[src/rtl/mtq_pkg.sv]
// Package with the word types, codes and depth defaults of the tag match queue.
package mtq_pkg;

  localparam int unsigned QueueDepth = 16;
  localparam int unsigned TagBits    = 15;
  localparam int unsigned HandleBits = 8;

  localparam logic [1:0] CMD_NB_SEND = 2'd0;
  localparam logic [1:0] CMD_NB_RECV = 2'd1;
  localparam logic [1:0] CMD_B_SEND  = 2'd2;
  localparam logic [1:0] CMD_B_RECV  = 2'd3;

  localparam logic [1:0] ST_MATCHED = 2'd0;
  localparam logic [1:0] ST_QUEUED  = 2'd1;
  localparam logic [1:0] ST_FULL    = 2'd2;
  localparam logic [1:0] ST_NOMATCH = 2'd3;

  typedef struct packed {
    logic [1:0]  command;
    logic [7:0]  handle;
    logic [14:0] msg_tag;
    logic        tag_wildcard;
    logic [7:0]  communicator;
    logic [19:0] byte_size;
  } in_word_t;

  typedef struct packed {
    logic [1:0]  status;
    logic [7:0]  matched_handle;
    logic [19:0] matched_size;
    logic        size_error;
  } out_word_t;

  typedef struct packed {
    logic     is_send;
    logic     blocking;
    in_word_t word;
  } cls_req_t;

endpackage

[src/rtl/mtq_fifo.sv]
// Two-entry first-in first-out buffer used between the stages of the block.
module mtq_fifo #(
  parameter int unsigned Width = 8
) (
  input  logic             clk_i,
  input  logic             rst_ni,
  input  logic             push_i,
  input  logic [Width-1:0] data_i,
  output logic             full_o,
  input  logic             pop_i,
  output logic [Width-1:0] data_o,
  output logic             empty_o
);
  logic [Width-1:0] mem_q [2];
  logic             wp_q, wp_d, rp_q, rp_d;
  logic [1:0]       cnt_q, cnt_d;
  logic             do_push, do_pop;

  assign full_o  = (cnt_q == 2'd2);
  assign empty_o = (cnt_q == 2'd0);
  assign do_push = push_i && !full_o;
  assign do_pop  = pop_i && !empty_o;
  assign data_o  = mem_q[rp_q];

  always_comb begin
    wp_d  = do_push ? ~wp_q : wp_q;
    rp_d  = do_pop ? ~rp_q : rp_q;
    cnt_d = cnt_q + {1'b0, do_push} - {1'b0, do_pop};
  end

  always_ff @(posedge clk_i or negedge rst_ni) begin
    if (!rst_ni) begin
      wp_q  <= 1'b0;
      rp_q  <= 1'b0;
      cnt_q <= 2'd0;
    end else begin
      wp_q  <= wp_d;
      rp_q  <= rp_d;
      cnt_q <= cnt_d;
    end
  end

  always_ff @(posedge clk_i) begin
    if (do_push) begin
      mem_q[wp_q] <= data_i;
    end
  end
endmodule

[src/rtl/mtq_front.sv]
// Front end that accepts request words, classifies them and buffers them.
module mtq_front (
  input  logic              clk_i,
  input  logic              rst_ni,
  input  logic              push_i,
  input  mtq_pkg::in_word_t in_word_i,
  output logic              full_o,
  input  logic              req_pop_i,
  output mtq_pkg::cls_req_t req_o,
  output logic              req_valid_o
);
  import mtq_pkg::*;

  cls_req_t cls;
  logic     req_empty;

  always_comb begin
    cls.word     = in_word_i;
    cls.is_send  = (in_word_i.command == CMD_NB_SEND) || (in_word_i.command == CMD_B_SEND);
    cls.blocking = (in_word_i.command == CMD_B_SEND) || (in_word_i.command == CMD_B_RECV);
  end

  mtq_fifo #(.Width($bits(cls_req_t))) u_req_fifo (
    .clk_i  (clk_i),
    .rst_ni (rst_ni),
    .push_i (push_i),
    .data_i (cls),
    .full_o (full_o),
    .pop_i  (req_pop_i),
    .data_o (req_o),
    .empty_o(req_empty)
  );

  assign req_valid_o = !req_empty;
endmodule

[src/rtl/mtq_engine.sv]
// Matching engine holding the send and receive shift queues.
module mtq_engine #(
  parameter int unsigned QueueDepth = mtq_pkg::QueueDepth,
  parameter int unsigned TagBits    = mtq_pkg::TagBits,
  parameter int unsigned HandleBits = mtq_pkg::HandleBits
) (
  input  logic               clk_i,
  input  logic               rst_ni,
  input  mtq_pkg::cls_req_t  req_i,
  input  logic               req_valid_i,
  output logic               req_pop_o,
  input  logic               res_full_i,
  output logic               res_push_o,
  output mtq_pkg::out_word_t res_o
);
  import mtq_pkg::*;

  localparam int unsigned CntW = $clog2(QueueDepth + 1);
  localparam int unsigned IdxW = $clog2(QueueDepth);

  typedef enum logic [2:0] {
    S_IDLE = 3'b001,
    S_CMP  = 3'b010,
    S_RES  = 3'b100
  } state_e;

  state_e state_q, state_d;
  cls_req_t req_q;
  logic [QueueDepth-1:0] hit_q, hit_d;
  logic [CntW-1:0] cnt_q [2];

  logic [HandleBits-1:0] hdl_q  [2][QueueDepth];
  logic [TagBits-1:0]    tag_q  [2][QueueDepth];
  logic                  wild_q [2][QueueDepth];
  logic [7:0]            comm_q [2][QueueDepth];
  logic [19:0]           size_q [2][QueueDepth];

  logic                  oth, own;
  logic [TagBits-1:0]    req_tag;
  logic [HandleBits-1:0] req_hdl;
  logic                  found, own_full, append;
  logic [IdxW-1:0]       idx;
  logic [19:0]           p_size;

  assign oth      = req_q.is_send;
  assign own      = ~req_q.is_send;
  assign req_tag  = TagBits'(req_q.word.msg_tag);
  assign req_hdl  = HandleBits'(req_q.word.handle);
  assign own_full = (cnt_q[own] == CntW'(QueueDepth));
  assign append   = !found && !req_q.blocking && !own_full;

  assign req_pop_o  = (state_q == S_IDLE) && req_valid_i && !res_full_i;
  assign res_push_o = (state_q == S_RES);

  always_comb begin
    for (int i = 0; i < QueueDepth; i++) begin
      hit_d[i] = (CntW'(i) < cnt_q[oth])
              && (comm_q[oth][i] == req_q.word.communicator)
              && (wild_q[oth][i] || req_q.word.tag_wildcard || (tag_q[oth][i] == req_tag));
    end
  end

  always_comb begin
    found = 1'b0;
    idx   = '0;
    for (int i = QueueDepth - 1; i >= 0; i--) begin
      if (hit_q[i]) begin
        found = 1'b1;
        idx   = IdxW'(i);
      end
    end
  end

  assign p_size = size_q[oth][idx];

  always_comb begin
    res_o = '0;
    if (found) begin
      res_o.status         = ST_MATCHED;
      res_o.matched_handle = 8'(hdl_q[oth][idx]);
      res_o.matched_size   = p_size;
      res_o.size_error     = req_q.is_send ? (req_q.word.byte_size > p_size)
                                           : (p_size > req_q.word.byte_size);
    end else if (req_q.blocking) begin
      res_o.status = ST_NOMATCH;
    end else if (own_full) begin
      res_o.status = ST_FULL;
    end else begin
      res_o.status = ST_QUEUED;
    end
  end

  always_comb begin
    state_d = state_q;
    unique case (state_q)
      S_IDLE: if (req_pop_o) state_d = S_CMP;
      S_CMP:  state_d = S_RES;
      S_RES:  state_d = S_IDLE;
      default: state_d = S_IDLE;
    endcase
  end

  always_ff @(posedge clk_i or negedge rst_ni) begin
    if (!rst_ni) begin
      state_q  <= S_IDLE;
      cnt_q[0] <= '0;
      cnt_q[1] <= '0;
    end else begin
      state_q <= state_d;
      if (state_q == S_RES) begin
        if (found) begin
          cnt_q[oth] <= cnt_q[oth] - CntW'(1);
        end else if (append) begin
          cnt_q[own] <= cnt_q[own] + CntW'(1);
        end
      end
    end
  end

  always_ff @(posedge clk_i) begin
    if (req_pop_o) begin
      req_q <= req_i;
    end
    if (state_q == S_CMP) begin
      hit_q <= hit_d;
    end
    if (state_q == S_RES) begin
      if (found) begin
        for (int i = 0; i < QueueDepth - 1; i++) begin
          if (i >= int'(idx)) begin
            hdl_q[oth][i]  <= hdl_q[oth][i+1];
            tag_q[oth][i]  <= tag_q[oth][i+1];
            wild_q[oth][i] <= wild_q[oth][i+1];
            comm_q[oth][i] <= comm_q[oth][i+1];
            size_q[oth][i] <= size_q[oth][i+1];
          end
        end
      end else if (append) begin
        hdl_q[own][cnt_q[own][IdxW-1:0]]  <= req_hdl;
        tag_q[own][cnt_q[own][IdxW-1:0]]  <= req_tag;
        wild_q[own][cnt_q[own][IdxW-1:0]] <= req_q.word.tag_wildcard;
        comm_q[own][cnt_q[own][IdxW-1:0]] <= req_q.word.communicator;
        size_q[own][cnt_q[own][IdxW-1:0]] <= req_q.word.byte_size;
      end
    end
  end
endmodule

[src/rtl/mpi_tag_match_queue.sv]
// Top level of the message tag matching engine with send and receive queues.
// Requests enter as words on in_word_i: a word is taken at a clock edge with
// push high and full low. Results leave in order on out_word_o: the oldest
// result is shown while empty is low and is taken at an edge with pop high.
// Every request yields exactly one result word.
// A request waits in a two-entry input buffer until the matching engine loads
// it, then the engine runs a parallel compare against the opposite queue and
// then picks the oldest hit and removes or appends an entry, pushing the result
// into the output buffer. The engine takes no new request until it has pushed
// the result of the last one.
// Results wait in a two-entry output buffer. When the receiver stalls, the
// engine stops once that buffer is full and the input buffer then fills and
// raises full.
// Reset empties both queues and both buffers; the block is ready at once.
module mpi_tag_match_queue #(
  parameter int unsigned QueueDepth = mtq_pkg::QueueDepth,
  parameter int unsigned TagBits    = mtq_pkg::TagBits,
  parameter int unsigned HandleBits = mtq_pkg::HandleBits
) (
  input  logic               clk_i,
  input  logic               rst_ni,
  input  logic               push,
  input  mtq_pkg::in_word_t  in_word_i,
  output logic               full,
  input  logic               pop,
  output mtq_pkg::out_word_t out_word_o,
  output logic               empty
);
  import mtq_pkg::*;

  cls_req_t  req;
  logic      req_valid, req_pop, res_full, res_push;
  out_word_t res;

  mtq_front u_front (
    .clk_i      (clk_i),
    .rst_ni     (rst_ni),
    .push_i     (push),
    .in_word_i  (in_word_i),
    .full_o     (full),
    .req_pop_i  (req_pop),
    .req_o      (req),
    .req_valid_o(req_valid)
  );

  mtq_engine #(
    .QueueDepth(QueueDepth),
    .TagBits   (TagBits),
    .HandleBits(HandleBits)
  ) u_engine (
    .clk_i      (clk_i),
    .rst_ni     (rst_ni),
    .req_i      (req),
    .req_valid_i(req_valid),
    .req_pop_o  (req_pop),
    .res_full_i (res_full),
    .res_push_o (res_push),
    .res_o      (res)
  );

  mtq_fifo #(.Width($bits(out_word_t))) u_res_fifo (
    .clk_i  (clk_i),
    .rst_ni (rst_ni),
    .push_i (res_push),
    .data_i (res),
    .full_o (res_full),
    .pop_i  (pop),
    .data_o (out_word_o),
    .empty_o(empty)
  );
endmodule

[config.mk]
export PLATFORM = sky130hd
export DESIGN_NAME = mpi_tag_match_queue
export DESIGN_NICKNAME = d
export VERILOG_FILES = /design/src/rtl/mtq_pkg.sv /design/src/rtl/mtq_fifo.sv /design/src/rtl/mtq_front.sv /design/src/rtl/mtq_engine.sv /design/src/rtl/mpi_tag_match_queue.sv
export SDC_FILE = /design/constraint.sdc
export NUM_CORES = 2
export LEC_CHECK = 0
export ABC_AREA = 1
export BUFFER_PORTS_ARGS = -buffer_cell sky130_fd_sc_hd__buf_2
export CAP_MARGIN = 10
export CORE_MARGIN = 8
export CORE_UTILIZATION = 38
export DETAILED_ROUTE_END_ITERATION = 10
export PLACE_DENSITY = 0.52
export SYNTH_ARGS = -nofsm -noshare
export SYNTH_HDL_FRONTEND = slang
export SYNTH_SLANG_ARGS = --single-unit
[constraint.sdc]
create_clock -name clk_i -period 7.9 [get_ports clk_i]
set_clock_uncertainty 0.05 [all_clocks]
set_input_delay 0.79 -clock clk_i [delete_from_list [all_inputs] [get_ports clk_i]]
set_output_delay 0.79 -clock clk_i [all_outputs]
set_load 0.1 [all_outputs]
After elaboration in Yosys (flattened, before gate mapping)
Memories as Yosys holds them, arrays and structs flattened. A register that Yosys moved wholly into a read port is not among the register bits.
Cells that the tools add are included.
{"block": "totals", "reg_bits": 37, "mem_bits_rw": 1838, "inputBits": 58, "out_inout_bits": 33, "elab_cells": 360, "n_memories": 7}
{"memory": "u_engine.size_q", "words": 2, "word_bits": 320, "rd": 1, "rd_ports_with_merged_regs": 0, "write_ports": 1, "line": "mtq_engine.sv:36", "rtl": "logic [19:0] size_q [2][QueueDepth];"}
{"memory": "u_engine.tag_q", "words": 2, "word_bits": 240, "rd": 1, "rd_ports_with_merged_regs": 0, "write_ports": 1, "line": "mtq_engine.sv:33", "rtl": "logic [TagBits-1:0] tag_q [2][QueueDepth];"}
{"memory": "u_engine.comm_q", "words": 2, "word_bits": 128, "rd": 1, "rd_ports_with_merged_regs": 0, "write_ports": 1, "line": "mtq_engine.sv:35", "rtl": "logic [7:0] comm_q [2][QueueDepth];"}
{"memory": "u_engine.hdl_q", "words": 2, "word_bits": 128, "rd": 1, "rd_ports_with_merged_regs": 0, "write_ports": 1, "line": "mtq_engine.sv:32", "rtl": "logic [HandleBits-1:0] hdl_q [2][QueueDepth];"}
{"memory": "u_front.u_req_fifo.mem_q", "words": 2, "word_bits": 56, "rd": 1, "rd_ports_with_merged_regs": 1, "write_ports": 1, "line": "mtq_fifo.sv:14", "rtl": "logic [Width-1:0] mem_q [2];"}
{"memory": "u_res_fifo.mem_q", "words": 2, "word_bits": 31, "rd": 1, "rd_ports_with_merged_regs": 0, "write_ports": 1, "line": "mtq_fifo.sv:14"}
{"memory": "+1 memories"}
{"block": "op_classes", "add_sub_neg": 6, "magnitude_cmp": 40, "n_eq_ne": 41, "mux": 153, "bitwise_logic": 9, "n_reduce_logical": 94}
{"cell": "320-bit 2-to-1 mux", "n": 3}
{"cell": "240-bit 2-to-1 mux", "n": 3}
{"cell": "128-bit 2-to-1 mux", "n": 5}
{"cell": "320-bit OR reduction", "n": 1}
{"cell": "128-bit OR reduction", "n": 2}
{"cell": "15-bit == test", "n": 16}
{"cell": "240-bit OR reduction", "n": 1}
{"cell": "8-bit == test", "n": 16}
{"cell": "1-bit 2-to-1 mux", "n": 90}
{"cell": "20-bit binary-select mux with 4-bit select", "n": 1}
{"cell": "20-bit demux with 4-bit select", "n": 1}
{"cell": "4-bit 2-to-1 mux", "n": 16}
{"cell": "15-bit demux with 4-bit select", "n": 1}
{"cell": "20-bit 2-to-1 mux", "n": 3}
{"cell": "16-bit 2-to-1 mux", "n": 3}
{"cell": "1-bit logical AND", "n": 43}
{"cell": "20-bit > comparator", "n": 2}
{"cell": "4-bit by 5-bit < comparator with 1-bit output, first input constant", "n": 8}
{"cell": "5-bit 2-to-1 mux", "n": 8}
{"cell": "1-bit logical OR", "n": 34}
{"cell": "8-bit binary-select mux with 4-bit select", "n": 1}
{"cell": "8-bit demux with 4-bit select", "n": 1}
{"cell": "29-bit 2-to-1 mux", "n": 1}
{"cell": "4-bit >= comparator, first input constant", "n": 7}
{"cell": "37 further kinds", "n": 76}

Depth between registers and ports, before layout
{"block": "logic_depth", "depth_word": 25, "depth_mapped": 33, "mapped_depth_nobuf": 31}

Modules after synthesis
A second synthesis with hierarchy kept.
{"block": "unflattened", "hier_cells": 8360, "hier_area_um2": 87122.3}
{"module": "mtq_engine", "n_inst": 1, "cells_each": 7835, "area_per_inst_um2": 80238.2, "seq_area_each_um2": 52416.5}
{"module": "mtq_fifo (u_front.u_req_fifo)", "n_inst": 1, "cells_each": 326, "area_per_inst_um2": 4300.4, "seq_area_each_um2": 3463.3}
{"module": "mtq_fifo (u_res_fifo)", "n_inst": 1, "cells_each": 196, "area_per_inst_um2": 2572.5, "seq_area_each_um2": 1961.9}
{"module": "mtq_front", "n_inst": 1, "cells_each": 3, "area_per_inst_um2": 11.3, "seq_area_each_um2": 0.0}

Least setup slack after synthesis
No wires, ideal clock.
{"block": "synth_timing", "kind": "reg-to-reg", "from": "register, netlist name u_engine.oth", "to": "memory u_engine.comm_q[0][0] (netlist bit), enable pin", "setup_time_ns": 0.526, "arrival_time_ns": 6.413, "required_ns": 7.324, "slack_ns": 0.911, "stages_incl_launch_ff": 21, "n_path_buf": 4, "period_less_slack_ns": 6.989, "cell_sequence": "edfxtp_1 buf_4 buf_2 buf_2 buf_2 o21ai_0 inv_1 ha_1 inv_1 nor2_1 nand2_2 nand2_1 nor3_2 inv_2 nor2_1 nand2_1 nand3_1 nor2_1 nand2_2 inv_2 nor3_1"}
{"block": "synth_between", "elab_chain_len": 14, "elab_cells_between_ends": 21, "classes_between": "2 x order compare; 1 x eq/ne; 11 x mux; 3 x bitwise; 4 x reduce/logical"}
{"element": "branches (longest 14 deep; another with 5-bit >= comparator)"}
{"element": "end: declaration", "line": "mtq_engine.sv:35"}
Several ways; the timed one is not identified. The select of a mux whose other input is x is not followed.

Worst setup path after layout
{"block": "layout_timing", "from": "register u_engine.hit_q[0]", "to": "memory u_engine.hdl_q[0][26] (netlist bit), enable pin"}
{"block": "layout_between", "elab_chain_len": 10, "elab_cells_between_ends": 17, "classes_between": "1 x order compare; 12 x mux; 4 x reduce/logical"}
{"element": "start: declaration", "line": "mtq_engine.sv:29", "rtl": "logic [QueueDepth-1:0] hit_q, hit_d;"}
{"element": "start signal: assignment", "line": "mtq_engine.sv:125", "rtl": "hit_q <= hit_d;"}
{"element": "1-bit 2-to-1 mux", "line": "mtq_engine.sv:67", "rtl": "if (hit_q[i]) begin"}
{"element": "1-bit zero test", "line": "mtq_engine.sv:50", "rtl": "assign append = !found && !req_q.blocking && !own_full;"}
{"element": "1-bit logical AND (2 in a row)", "line": "mtq_engine.sv:50"}
{"element": "1-bit 2-to-1 mux", "line": "mtq_engine.sv:138", "rtl": "end else if (append) begin"}
{"element": "1-bit 2-to-1 mux", "line": "mtq_engine.sv:128", "rtl": "if (found) begin"}
{"element": "1-bit 2-to-1 mux", "line": "mtq_engine.sv:127", "rtl": "if (state_q == S_RES) begin"}
{"element": "128-bit 2-to-1 mux (implied by the code)", "line": "mtq_engine.sv:139", "rtl": "hdl_q[own][cnt_q[own][IdxW-1:0]] <= req_hdl;"}
{"element": "128-bit OR reduction (no line)"}
{"element": "1-bit 2-to-1 mux (no line) / 128-bit 2-to-1 mux (equally long branches)"}
{"element": "end: declaration", "line": "mtq_engine.sv:32"}
Several ways; a longest one is shown, not always the timed one.

==> flow_results.xml <==
<?xml version="1.0" encoding="UTF-8"?>
<metrics>
  <group name="clock_tree">
    <metric name="tritoncts" unit="">yes</metric>
    <metric name="clock_sinks" unit="">1925</metric>
    <metric name="worstSkewPairLatency" unit="ns">0.85</metric>
    <metric name="h-tree-depth" unit="">4</metric>
    <metric name="clock_tree.buffer_depth" unit="">3</metric>
    <metric name="ctsResizeCount" unit="">0</metric>
    <metric name="clk_root_buffer_cell" unit="">sky130_fd_sc_hd__clkbuf_16</metric>
    <metric name="clkSlewWorstSetupHoldPaths" unit="ns">0.06</metric>
    <metric name="cts_made_buffers" unit="">203</metric>
  </group>
  <group name="global_route">
    <metric name="grt_pass1_wl" unit="um">402900</metric>
    <metric name="maximum_number_of_pins_on_one_net_before_global_route_repair" unit="">185</metric>
    <metric name="grt_pass1_vias" unit="">58630</metric>
    <metric name="grt.total_usage" unit="%">22.17</metric>
    <metric name="grt_antenna_before_repair" unit="">5</metric>
    <metric name="grt_overflow_total" unit="">0</metric>
  </group>
  <group name="die">
    <metric name="die_span_y" unit="um">494.0</metric>
    <metric name="dieArea" unit="um^2">244000</metric>
    <metric name="die_x" unit="um">494.0</metric>
    <metric name="io_pins" unit="">91</metric>
    <metric name="initial_core_util" unit="%">38.20</metric>
    <metric name="core-area" unit="um^2">227300</metric>
    <metric name="rows" unit="">175</metric>
  </group>
  <group name="place">
    <metric name="hpwlAfterDp" unit="um">167200</metric>
    <metric name="post-place-cells" unit="">10960</metric>
    <metric name="port_buffer_count" unit="">90</metric>
    <metric name="finalWeightedCongestion" unit="">0.8395</metric>
  </group>
  <group name="routing">
    <metric name="detail_route.vias_per_cell" unit="">5.300</metric>
    <metric name="num_vias" unit="">60110</metric>
    <metric name="post_drt_wl_per_cell" unit="um">24.59</metric>
    <metric name="detail_route.first_pass.iterations" unit="">6</metric>
    <metric name="drc" unit="">0</metric>
    <metric name="drt.antenna.violating_nets" unit="">0</metric>
    <metric name="totalWireLength" unit="um">278900</metric>
    <metric name="drt_iter0_markers" unit="">5622</metric>
  </group>
  <group name="min_path">
    <metric name="worstHoldPathType" unit="">primary input to flip-flop</metric>
  </group>
  <group name="timing">
    <metric name="relSlewSlack" unit="%">20.99</metric>
    <metric name="tightestPinTransition" unit="ns">1.182</metric>
    <metric name="final_period_minus_worst_setup_slack" unit="ns">6.421</metric>
    <metric name="final_report_hold_violation_count" unit="">0</metric>
    <metric name="grt_setup_unrepaired" unit="">false</metric>
    <metric name="max_clock_freq" unit="GHz">0.1557</metric>
    <metric name="slew_violations" unit="">0</metric>
    <metric name="finalSetupViolations" unit="">0</metric>
    <metric name="layout_worst_path_cycle_share" unit="%">81.28</metric>
    <metric name="final.setup.tns" unit="ns">0</metric>
  </group>
  <group name="yosys">
    <metric name="mappedNetlistNets" unit="">8270</metric>
    <metric name="syn_inst" unit="">8182</metric>
    <metric name="yosysWarnings" unit="">0</metric>
    <metric name="post_synth_num_cell_types" unit="">55</metric>
    <metric name="synth.yosys.seq_area_share" unit="%">66.45</metric>
    <metric name="synth.ff_latch_count" unit="">1925</metric>
    <metric name="post_synth_instance_area" unit="um^2">86830</metric>
    <metric name="average_instance_area_after_synthesis" unit="um^2">10.61</metric>
  </group>
  <group name="run">
    <metric name="drv_cap" unit="">0</metric>
  </group>
  <group name="critical_path">
    <metric name="capturing_element_type_of_the_critical_path" unit="">flip-flop</metric>
    <metric name="critical_path.startpoint_type" unit="">flip-flop</metric>
    <metric name="timing.critical_path.arrival" unit="ns">6.87</metric>
    <metric name="crit_type" unit="">flip-flop to flip-flop</metric>
    <metric name="critPathRequiredTime" unit="ns">8.35</metric>
    <metric name="crit_path_max_fanout" unit="">86</metric>
  </group>
  <group name="cells_and_area">
    <metric name="drive_gt1_share" unit="%">8.555</metric>
    <metric name="layout.nets" unit="">8249</metric>
    <metric name="layoutNonFillerInstCount" unit="">11340</metric>
    <metric name="final_antenna_diode_count" unit="">0</metric>
    <metric name="fill_cells" unit="">21470</metric>
    <metric name="multiInputGateArea" unit="um^2">26250</metric>
    <metric name="syn_to_final_growth" unit="%">12.19</metric>
    <metric name="register_area" unit="um^2">57710</metric>
  </group>
  <group name="power">
    <metric name="worst_ir_drop_vdd" unit="V">0.0002907</metric>
    <metric name="powerDensity" unit="nW/um^2">357.8</metric>
    <metric name="static-leakage-power" unit="uW">0.03990</metric>
  </group>
  <group name="run_status">
    <metric name="outcome" unit="">completed</metric>
  </group>
</metrics>
[critical path: stages (launching register included)]
cell	delay, ns
sky130_fd_sc_hd__edfxtp_1	0.46
sky130_fd_sc_hd__inv_4	0.49
sky130_fd_sc_hd__nand3_1	0.22
sky130_fd_sc_hd__nor2_2	0.21
sky130_fd_sc_hd__nand2_2	0.31
sky130_fd_sc_hd__clkinv_2	0.10
sky130_fd_sc_hd__buf_4	0.43
sky130_fd_sc_hd__nand3_2	0.15
sky130_fd_sc_hd__nor2_4	0.23
sky130_fd_sc_hd__nand3_1	0.16
sky130_fd_sc_hd__nand3_1	0.14
sky130_fd_sc_hd__nor2_2	0.07
sky130_fd_sc_hd__nand2_8	0.52
sky130_fd_sc_hd__nand2_1	0.13
sky130_fd_sc_hd__nand2_2	0.58
sky130_fd_sc_hd__inv_2	0.49
sky130_fd_sc_hd__nor2_4	0.87
sky130_fd_sc_hd__buf_4	0.40
[final cells by class]
cell class / count / share of cell area [%]
tap: 3009 / 3.865
multi-input combinational: 5499 / 26.95
timing repair buffer: 239 / 1.780
sequential: 1925 / 59.24
clock inverter: 142 / 1.639
inverter: 293 / 1.152
clock buffer: 236 / 5.373
[metrics by stage]
step / power (uW) / hold WS, ns / cell area (um^2) / worst slack [ns] / utilization [%]
final: 34860 / 0.08099 / 97410 / 1.479 / 42.86
after floorplan: 21160 / 0.3802 / 86830 / 0.9105 / -
after CTS: 35090 / 0.0006691 / 97410 / 1.500 / 42.86
after global placement: 25060 / 0.4111 / 90570 / 1.589 / 39.85
after global routing: 36500 / 0.01508 / 97410 / 1.220 / 42.86
after detailed placement: 25220 / 0.4202 / 90570 / 1.517 / 39.85
[cell usage after synthesis (all sizes together)]
master / number / area share [%]
a2111oi: 7 / 0.071
a211o: 1 / 0.010
a211oi: 4 / 0.035
a21oi: 22 / 0.13
a221oi: 10 / 0.10
a31oi: 16 / 0.12
buf: 275 / 1.6
clkbuf: 190 / 0.82
clkinv: 10 / 0.045
dfrtp: 20 / 0.58
dfstp: 1 / 0.030
edfxtp: 1904 / 66
ha: 30 / 0.43
inv: 283 / 1.2
mux2: 54 / 0.70
mux2i: 214 / 2.5
nand2: 3738 / 16
nand3: 387 / 2.2
nand3b: 1 / 0.0086
nand4: 46 / 0.33
nor2: 211 / 0.93
nor3: 20 / 0.12
nor3b: 3 / 0.026
nor4: 30 / 0.22
nor4b: 1 / 0.010
o2111a: 1 / 0.013
o2111ai: 7 / 0.071
o211ai: 9 / 0.078
o21a: 1 / 0.0086
o21ai: 325 / 1.9
o221ai: 3 / 0.030
o22ai: 34 / 0.24
o311ai: 1 / 0.010
o31a: 2 / 0.020
or2: 14 / 0.10
or3: 1 / 0.0072
or4: 3 / 0.026
xnor2: 4 / 0.040
xor2: 299 / 3.0
[timing repair]
| action | in CTS | in global routing |
|---|---|---|
| setup buffers | 0 | 0 |
| hold buffers | 1 | 0 |
| endpoints found under the hold margin | 20 | 0 |
[cell families (layout without fill, tap and decap cells)]
group / Yosys count / count (layout) / synth area share [%]
AOI/OAI and AO/OA: 443 / 443 / 2.820
xor gates and xnor gates: 303 / 303 / 3.056
adders and majority gates: 30 / 30 / 0.4323
buffers and inverters: 758 / 910 / 3.724
DFF: 1925 / 1925 / 66.45
muxes: 268 / 268 / 3.167
and+or+nand+nor: 4455 / 4455 / 20.35
[layout by cell type (no fill, tap or decap), types with 9 or more instances in the layout]
cell / synthesis / final
sky130_fd_sc_hd__dfrtp_1: 20 / 18
sky130_fd_sc_hd__ha_1: 30 / 30
sky130_fd_sc_hd__nor3_1: 19 / 15
sky130_fd_sc_hd__o211ai_1: 9 / 9
sky130_fd_sc_hd__inv_2: 12 / 10
sky130_fd_sc_hd__buf_12: 0 / 13
sky130_fd_sc_hd__mux2i_1: 214 / 214
sky130_fd_sc_hd__inv_1: 271 / 268
sky130_fd_sc_hd__nor2_4: 1 / 37
sky130_fd_sc_hd__buf_2: 204 / 90
sky130_fd_sc_hd__buf_4: 4 / 135
sky130_fd_sc_hd__nand2_1: 3701 / 3700
sky130_fd_sc_hd__clkbuf_16: 0 / 203
sky130_fd_sc_hd__nand2_4: 11 / 12
sky130_fd_sc_hd__xor2_1: 299 / 299
sky130_fd_sc_hd__a221oi_1: 10 / 10
sky130_fd_sc_hd__o22ai_1: 34 / 34
sky130_fd_sc_hd__a21oi_1: 21 / 19
sky130_fd_sc_hd__a31oi_1: 16 / 16
sky130_fd_sc_hd__nor2_1: 206 / 169
sky130_fd_sc_hd__or2_2: 13 / 13
sky130_fd_sc_hd__nand4_1: 46 / 46
sky130_fd_sc_hd__o21ai_1: 27 / 27
sky130_fd_sc_hd__nand3_1: 386 / 386
sky130_fd_sc_hd__bufinv_16: 0 / 29
sky130_fd_sc_hd__nor4_1: 30 / 30
sky130_fd_sc_hd__clkinv_2: 1 / 46
sky130_fd_sc_hd__clkinv_1: 9 / 59
sky130_fd_sc_hd__edfxtp_1: 1904 / 1904
sky130_fd_sc_hd__o21ai_0: 296 / 296
sky130_fd_sc_hd__nand2_2: 26 / 24
sky130_fd_sc_hd__clkbuf_1: 190 / 30
sky130_fd_sc_hd__mux2_2: 54 / 54
[per-layer routing]
| metal | global-route usage (%) | share of wire, % | vias to the layer above |
|---|---|---|---|
| met2 | 38.00 | 49 | 2264 |
| li1 | - | - | 27530 |
| met4 | 8.131 | 4.1 | 0 |
| met5 | 0 | 0 | - |
| met1 | 28.51 | 41 | 29840 |
| met3 | 3.413 | 6.6 | 484 |
[power by group]
group          total [uW]  switching [uW]  internal (uW)  leakage [uW]
Combinational       11600            8500           3100        0.0193
Clock                9860            4160           5700       0.00335
Sequential          13400             459          12900        0.0173
Total               34900           13100          21700        0.0399
[state kept, by name, summed over array words and instances, names as in the netlist]
register / cells
u_front.u_req_fifo.rp_q: 1
u_engine.size_q: 640
u_front.u_req_fifo.wp_q: 1
u_engine.comm_q: 256
u_engine.req_tag: 15
u_res_fifo.rp_q: 1
u_engine.state_q: 3
u_engine.req_q: 30
u_res_fifo.mem_q: 62
u_engine.hit_q: 16
u_engine.oth: 1
u_res_fifo.cnt_q: 2
u_front.u_req_fifo.mem_q: 108
u_front.u_req_fifo.cnt_q: 2
u_engine.wild_q: 32
u_res_fifo.wp_q: 1
u_engine.req_hdl: 8
u_engine.hdl_q: 256
u_engine.cnt_q: 10
u_engine.tag_q: 480
[path summary, 6_finish.rpt]
check | endpoint | depth (start not counted) | from | slack, ns
max in group asynchronous | u_front.u_req_fifo.rp_q | 2 | rst_ni | 6.92
min | u_front.u_req_fifo.mem_q[0][37] | 1 | in_word_i[37] | 0.08
min in group asynchronous | u_front.u_req_fifo.cnt_q[0] | 2 | rst_ni | 0.44
min reg2reg | u_engine.state_q[2] | 1 | u_engine.state_q[2] | 0.43
max | u_engine.hdl_q[0][26] | 17 | u_engine.hit_q[0] | 1.48
max reg2reg | u_engine.hdl_q[0][26] | 17 | u_engine.hit_q[0] | 1.48
Power figures use the tool's default switching activity.
